--- config.mk ---
export PLATFORM = sky130hd
export DESIGN_NAME = elementwise_saturating_alu_unit
export DESIGN_NICKNAME = d
export VERILOG_FILES = /design/src/hdl/esalu_pkg.sv /design/src/hdl/elementwise_saturating_alu_unit.sv /design/src/hdl/esalu_core.sv
export SDC_FILE = /design/constraint.sdc
export NUM_CORES = 2
export LEC_CHECK = 0
export BUFFER_PORTS_ARGS = -buffer_cell sky130_fd_sc_hd__buf_2
export CAP_MARGIN = 20
export CORE_MARGIN = 4
export CORE_UTILIZATION = 65
export CTS_BUF_LIST = sky130_fd_sc_hd__clkbuf_8
export DETAILED_ROUTE_END_ITERATION = 6
export PLACE_DENSITY = 0.87
export SLEW_MARGIN = 20
export SYNTH_ARGS = -nofsm -noshare
export SYNTH_HDL_FRONTEND = slang
export SYNTH_SLANG_ARGS = --single-unit
--- constraint.sdc ---
create_clock -name clk -period 15.2 [get_ports clk]
set_clock_uncertainty 0.15 [all_clocks]
set_input_delay 1.52 -clock clk [delete_from_list [all_inputs] [get_ports clk]]
set_output_delay 1.52 -clock clk [all_outputs]
set_load 0.02 [all_outputs]
--- src/hdl/esalu_pkg.sv ---
`timescale 1ns / 1ps
// ----------------------------------------------------------------------------
// esalu_pkg
// shared types and codes for the elementwise saturating integer alu
// ----------------------------------------------------------------------------
package esalu_pkg;

    localparam int unsigned DATA_W  = 32;
    localparam int unsigned OP_W    = 2;
    localparam int unsigned TYPE_W  = 3;
    localparam int unsigned CIDX_W  = 2;
    localparam int unsigned CDATA_W = 3;
    localparam int unsigned EXT_W   = DATA_W + 1;
    localparam int unsigned WIDE_W  = 2 * EXT_W;

    // register indexes
    localparam logic [CIDX_W-1:0] REG_OP_KIND   = 2'd0;
    localparam logic [CIDX_W-1:0] REG_ELEM_TYPE = 2'd1;
    localparam logic [CIDX_W-1:0] REG_WIDEN     = 2'd2;

    // operation codes
    localparam logic [OP_W-1:0] OP_ADD = 2'd0;
    localparam logic [OP_W-1:0] OP_SUB = 2'd1;
    localparam logic [OP_W-1:0] OP_MUL = 2'd2;

    // element size codes (upper bits of the element type)
    localparam logic [1:0] SZ_8  = 2'd0;
    localparam logic [1:0] SZ_16 = 2'd1;
    localparam logic [1:0] SZ_32 = 2'd2;

    localparam logic [TYPE_W-1:0] TYPE_LAST = 3'd5;

    typedef struct packed {
        logic [OP_W-1:0]   op_kind;
        logic [TYPE_W-1:0] elem_type;
        logic              widen;
    } cfg_t;

endpackage

--- src/hdl/elementwise_saturating_alu_unit.sv ---
`timescale 1ns / 1ps
// ----------------------------------------------------------------------------
// elementwise_saturating_alu_unit
// element pair in, saturated or widened add/sub/mul result out
// ----------------------------------------------------------------------------
// channel   signals                          moves
// in        in_valid in_ready                operand_a operand_b
// out       out_valid out_ready              result_bits bad_mode
// cfg       cfg_we cfg_index cfg_wdata       op_kind elem_type widen
//
// one request per cycle while in_ready is high; the operand register loads at
// accept, and the result register loads from it when out is not stalled
// reset clears valid flags and sets add, u8, no widening
// a stall on out holds the result and the operand stage; in_ready drops
// only when both stages are full and out is stalled
// ----------------------------------------------------------------------------
module elementwise_saturating_alu_unit (
    input  logic                              clk,
    input  logic                              rst_n,
    input  logic                              cfg_we,
    input  logic [esalu_pkg::CIDX_W-1:0]      cfg_index,
    input  logic [esalu_pkg::CDATA_W-1:0]     cfg_wdata,
    input  logic                              in_valid,
    output logic                              in_ready,
    input  logic [esalu_pkg::DATA_W-1:0]      operand_a,
    input  logic [esalu_pkg::DATA_W-1:0]      operand_b,
    output logic                              out_valid,
    input  logic                              out_ready,
    output logic [esalu_pkg::DATA_W-1:0]      result_bits,
    output logic                              bad_mode
);

    esalu_pkg::cfg_t                  cfg_reg;
    logic [esalu_pkg::DATA_W-1:0]     a_reg;
    logic [esalu_pkg::DATA_W-1:0]     b_reg;
    logic                             s1_valid_reg;
    logic [esalu_pkg::DATA_W-1:0]     result_reg;
    logic                             bad_reg;
    logic                             out_valid_reg;
    logic [esalu_pkg::DATA_W-1:0]     result_next;
    logic                             bad_next;
    logic                             advance;

    assign advance  = !out_valid_reg || out_ready;
    assign in_ready = !s1_valid_reg || advance;

    always_ff @(posedge clk or negedge rst_n)
    begin
        if (!rst_n)
        begin
            cfg_reg.op_kind   <= esalu_pkg::OP_ADD;
            cfg_reg.elem_type <= '0;
            cfg_reg.widen     <= 1'b0;
        end
        else if (cfg_we)
        begin
            case (cfg_index)
                esalu_pkg::REG_OP_KIND:   cfg_reg.op_kind   <= cfg_wdata[esalu_pkg::OP_W-1:0];
                esalu_pkg::REG_ELEM_TYPE: cfg_reg.elem_type <= cfg_wdata;
                esalu_pkg::REG_WIDEN:     cfg_reg.widen     <= cfg_wdata[0];
                default: ;
            endcase
        end
    end

    always_ff @(posedge clk or negedge rst_n)
    begin
        if (!rst_n)
        begin
            s1_valid_reg  <= 1'b0;
            out_valid_reg <= 1'b0;
        end
        else
        begin
            if (in_ready)
                s1_valid_reg <= in_valid;
            if (advance)
                out_valid_reg <= s1_valid_reg;
        end
    end

    always_ff @(posedge clk)
    begin
        if (in_valid && in_ready)
        begin
            a_reg <= operand_a;
            b_reg <= operand_b;
        end
        if (advance && s1_valid_reg)
        begin
            result_reg <= result_next;
            bad_reg    <= bad_next;
        end
    end

    esalu_core u_core (
        .cfg         (cfg_reg),
        .operand_a   (a_reg),
        .operand_b   (b_reg),
        .result_bits (result_next),
        .bad_mode    (bad_next)
    );

    assign out_valid   = out_valid_reg;
    assign result_bits = result_reg;
    assign bad_mode    = bad_reg;

`ifndef ASSERT_OFF
    a_bad_zero: assert property (@(posedge clk) disable iff (!rst_n)
        out_valid && bad_mode |-> result_bits == '0)
        else $error("bad mode result not zero");

    a_no_overrun: assert property (@(posedge clk) disable iff (!rst_n)
        s1_valid_reg && !advance |-> !in_ready)
        else $error("operand stage overwritten while stalled");

    a_sat_u8_range: assert property (@(posedge clk) disable iff (!rst_n)
        out_valid && !cfg_reg.widen && cfg_reg.elem_type[2:1] == esalu_pkg::SZ_8
        |-> result_bits[31:8] == '0)
        else $error("8-bit saturated result out of range");

    a_wide_8_range: assert property (@(posedge clk) disable iff (!rst_n)
        out_valid && cfg_reg.widen && cfg_reg.elem_type[2:1] == esalu_pkg::SZ_8
        |-> result_bits[31:16] == '0)
        else $error("8-bit widened result out of range");
`endif

endmodule

--- src/hdl/esalu_core.sv ---
`timescale 1ns / 1ps
// ----------------------------------------------------------------------------
// esalu_core
// combinational add, subtract and multiply with saturation or widening
// ----------------------------------------------------------------------------
module esalu_core (
    input  esalu_pkg::cfg_t                   cfg,
    input  logic [esalu_pkg::DATA_W-1:0]      operand_a,
    input  logic [esalu_pkg::DATA_W-1:0]      operand_b,
    output logic [esalu_pkg::DATA_W-1:0]      result_bits,
    output logic                              bad_mode
);

    function automatic logic signed [esalu_pkg::EXT_W-1:0] ext_elem(
        input logic [esalu_pkg::DATA_W-1:0] raw,
        input logic [1:0]                   sz,
        input logic                         sgn
    );
        logic signed [esalu_pkg::EXT_W-1:0] v;
        unique case (sz)
            esalu_pkg::SZ_8:  v = {{25{sgn & raw[7]}}, raw[7:0]};
            esalu_pkg::SZ_16: v = {{17{sgn & raw[15]}}, raw[15:0]};
            default:          v = {sgn & raw[31], raw[31:0]};
        endcase
        return v;
    endfunction

    logic [1:0]                           sz;
    logic                                 sgn;
    logic signed [esalu_pkg::EXT_W-1:0]   a_ext;
    logic signed [esalu_pkg::EXT_W-1:0]   b_ext;
    logic signed [esalu_pkg::WIDE_W-1:0]  a_wide;
    logic signed [esalu_pkg::WIDE_W-1:0]  b_wide;
    logic signed [esalu_pkg::WIDE_W-1:0]  r;
    logic signed [esalu_pkg::WIDE_W-1:0]  hi;
    logic signed [esalu_pkg::WIDE_W-1:0]  lo;
    logic signed [esalu_pkg::WIDE_W-1:0]  clamped;
    logic [esalu_pkg::DATA_W-1:0]         sat_mask;
    logic [esalu_pkg::DATA_W-1:0]         wide_mask;

    assign sz  = cfg.elem_type[2:1];
    assign sgn = cfg.elem_type[0];

    assign bad_mode = (cfg.op_kind > esalu_pkg::OP_MUL) || (cfg.elem_type > esalu_pkg::TYPE_LAST)
                   || (cfg.widen && (sz == esalu_pkg::SZ_32));

    assign a_ext  = ext_elem(operand_a, sz, sgn);
    assign b_ext  = ext_elem(operand_b, sz, sgn);
    assign a_wide = {{esalu_pkg::EXT_W{a_ext[esalu_pkg::EXT_W-1]}}, a_ext};
    assign b_wide = {{esalu_pkg::EXT_W{b_ext[esalu_pkg::EXT_W-1]}}, b_ext};

    always_comb
    begin
        case (cfg.op_kind)
            esalu_pkg::OP_ADD: r = a_wide + b_wide;
            esalu_pkg::OP_SUB: r = a_wide - b_wide;
            default:           r = a_ext * b_ext;
        endcase
    end

    always_comb
    begin
        unique case (sz)
            esalu_pkg::SZ_8:
            begin
                sat_mask  = 32'h0000_00ff;
                wide_mask = 32'h0000_ffff;
                hi = sgn ? 66'sd127 : 66'sd255;
                lo = sgn ? -66'sd128 : 66'sd0;
            end
            esalu_pkg::SZ_16:
            begin
                sat_mask  = 32'h0000_ffff;
                wide_mask = 32'hffff_ffff;
                hi = sgn ? 66'sd32767 : 66'sd65535;
                lo = sgn ? -66'sd32768 : 66'sd0;
            end
            default:
            begin
                sat_mask  = 32'hffff_ffff;
                wide_mask = 32'hffff_ffff;
                hi = sgn ? 66'sd2147483647 : 66'sd4294967295;
                lo = sgn ? -66'sd2147483648 : 66'sd0;
            end
        endcase
    end

    always_comb
    begin
        if (r > hi)
            clamped = hi;
        else if (r < lo)
            clamped = lo;
        else
            clamped = r;
    end

    always_comb
    begin
        if (bad_mode)
            result_bits = '0;
        else if (cfg.widen)
            result_bits = r[esalu_pkg::DATA_W-1:0] & wide_mask;
        else
            result_bits = clamped[esalu_pkg::DATA_W-1:0] & sat_mask;
    end

endmodule

==> run summary <==
Initial antenna violation count: 16
Gpl congestion: 1.06
Setup WS post-layout: 1.16 ns
Grt total ovfl: 0
Synth Area in XOR/XNOR: 0.0183
Hold endpoint: out_valid
Syn_area_per_cell: 8.91 sq um
Slowest cell delay on critical path: 0.68 ns
Final period util: 0.924
Final min period: 14.04 ns
Measured slew at the worst slew-check pin: 1.26 ns
Most common cell after layout, fill and taps aside: inv_1
Worst-path clk slew: 0.14 ns
Clk_lat worst skew: 0.51 ns
Number of synthesized flops with an enable pin: 97
Layout cells sized above 1: 0.0567
First-pass GRT wire length: 254 mm
Peak Freq: 71.2 MHz
Hold WC Path Type: flip-flop to flip-flop
Hold path cells: 1
H-Tree Depth: 3
Status: complete, but fails checks
DRC: 11
Failing checks: design-rule violations
Core ar.: 73300 sq um
Die Y: 281 microns
Sequential area share after synthesis: 0.0643
Most frequent cells in the layout: 1238 x inv_1, 1148 x fa_1, 607 x nand2_1, 547 x nor2_1, 366 x ha_1
Adder-Cell Fraction of Synth Area: 0.569
Buf/Inv on CP: 7
Cell row count: 99
Setup bufs post-CTS: 0
Clock Sinks: 105
Nets: 7001
I/O pins: 109
Initial Utilization: 0.660
Setup CP Type: flip-flop to flip-flop
Cell family with most CP delay: adder cells
Register-to-Register Path Depth: 42
Startpoint Class: flip-flop
Max clock buf depth: 2
Layout Utilization: 0.686
Resize count post-CTS: 0
Endpoints failing setup: 0
Overall Global Routing Usage: 0.435
RSZ-0062 raised after global routing: no
Largest net degree at the start of global routing: 73
Max cap viols: 0
Worst Path Max Fanout: 19
Worst reg2reg path startpoint: cfg_reg[3]
CTS tree: yes
Synth Area in Simple Gates: 0.137
First-pass DRT Iterations: 7
Area Overhead vs Synth: 3.90%
Main combinational cell family by area after synthesis: adder cells
Post-Route WL: 166 mm
Multiplexer area fraction after synthesis: 0.00414
Iter 0 DRT Violations: 5088
Number of buffers created by CTS: 9
Yosys warning count: 0
Critical Path Slowest Stage Cell: a21o_1
Worst EP required: 15.29 ns
Number of cells after detailed placement: 6361
R2R Setup Slk: 1.16 ns
Worst Setup End Kind: flip-flop
Syn Std Cell Area: 48400 sq um
Async SR Flop Fraction: 0.0762
Number of global-route vias before repair: 43900
Rel. slew slack: 0.162
Arr. time, crit path: 14.13 ns
Setup WS pre-CTS: 1.64 ns
Die area: 78900 sq um
Hold_buf cts: 0
Vias after detailed routing: 40500
Reg2reg end: result_bits[18]
HP Start: s1_valid_reg
#FFs+latches synth: 105
Most used cell, CP: fa_1
ANT nets after route: 0
Final Max Tran Viols: 0
Synth Flop Type: edfxtp_1
Drt wl/cell: 26.0 microns
Distinct cells, synth: 91
Post-Synthesis Cells: 5435
Port Buffers: 108
HPWL Detailed: 132 mm
Total negative setup slack: 0 ns
Fin. Hold Viols: 0
Die W: 281 microns
Post-synthesis compound-gate area fraction: 0.0891
Post-Layout Cell Count: 6391
Syn Nets: 7023
Root buffer cell: clkbuf_8
Via/cell ratio: 6.34
==> cell families after synthesis <==
kind of cell / count (synthesis)
simple gates: 1523
fa+ha+maj: 1514
buf+inv: 1511
compound gates: 662
flops: 105
xor+xnor: 101
mux: 19
==> layer usage <==
metal | GRT usage | vias up | part of all wire
li1 | - | 16400 | -
met1 | 0.510 | 19800 | 0.32
met2 | 0.647 | 3186 | 0.43
met3 | 0.162 | 1036 | 0.14
met4 | 0.346 | 10 | 0.11
met5 | 0.00549 | - | 0.00055
==> cells in the mapped netlist, drive strengths merged, types with 27 or more instances <==
library cell	number	area (sq um)
a21o	67	503
nand3	29	145
o21ai	146	734
a211oi	27	213
nor2	550	2070
fa	1148	23000
xnor2	66	578
and2	147	920
nor3	33	165
a21oi	210	1060
clkbuf	215	807
nand4	34	213
xor2	35	307
nand2	607	2280
edfxtp	97	2910
inv	1246	4680
o21a	39	293
buf	38	188
ha	366	4580
==> layout make-up <==
cell class	count	area (sq um)
Inverter	1258	4720
Tap cell	959	1200
Sequential cell	105	3120
Multi-Input combinational cell	3819	39600
Clock buffer	9	124
Timing Repair Buffer	220	1390
Clock inverter	7	91.3
Antenna cell	14	35.0
Fill cell	5636	23000
==> stage by stage <==
step	hold slack [ns]	cell area, sq um
finish	0.366	50300
detailed placement	0.335	50000
floorplan	0.299	48400
global placement	0.317	50000
global route	0.391	50300
CTS	0.372	50300
==> worst max-delay path by stage <==
stage,to,slack [ns],depth (start not counted),from
floorplan,result_bits[26],3.05,45,cfg_reg[3]
global placement,result_bits[17],1.81,44,cfg_reg[3]
detailed placement,result_bits[18],1.64,44,cfg_reg[3]
CTS,result_bits[18],1.56,44,cfg_reg[3]
global route,result_bits[17],0.44,44,cfg_reg[3]
finish,result_bits[18],1.16,42,cfg_reg[3]
Power is not shown: default switching activity piles up to over one toggle a cycle in this logic, so the estimate is an artifact.
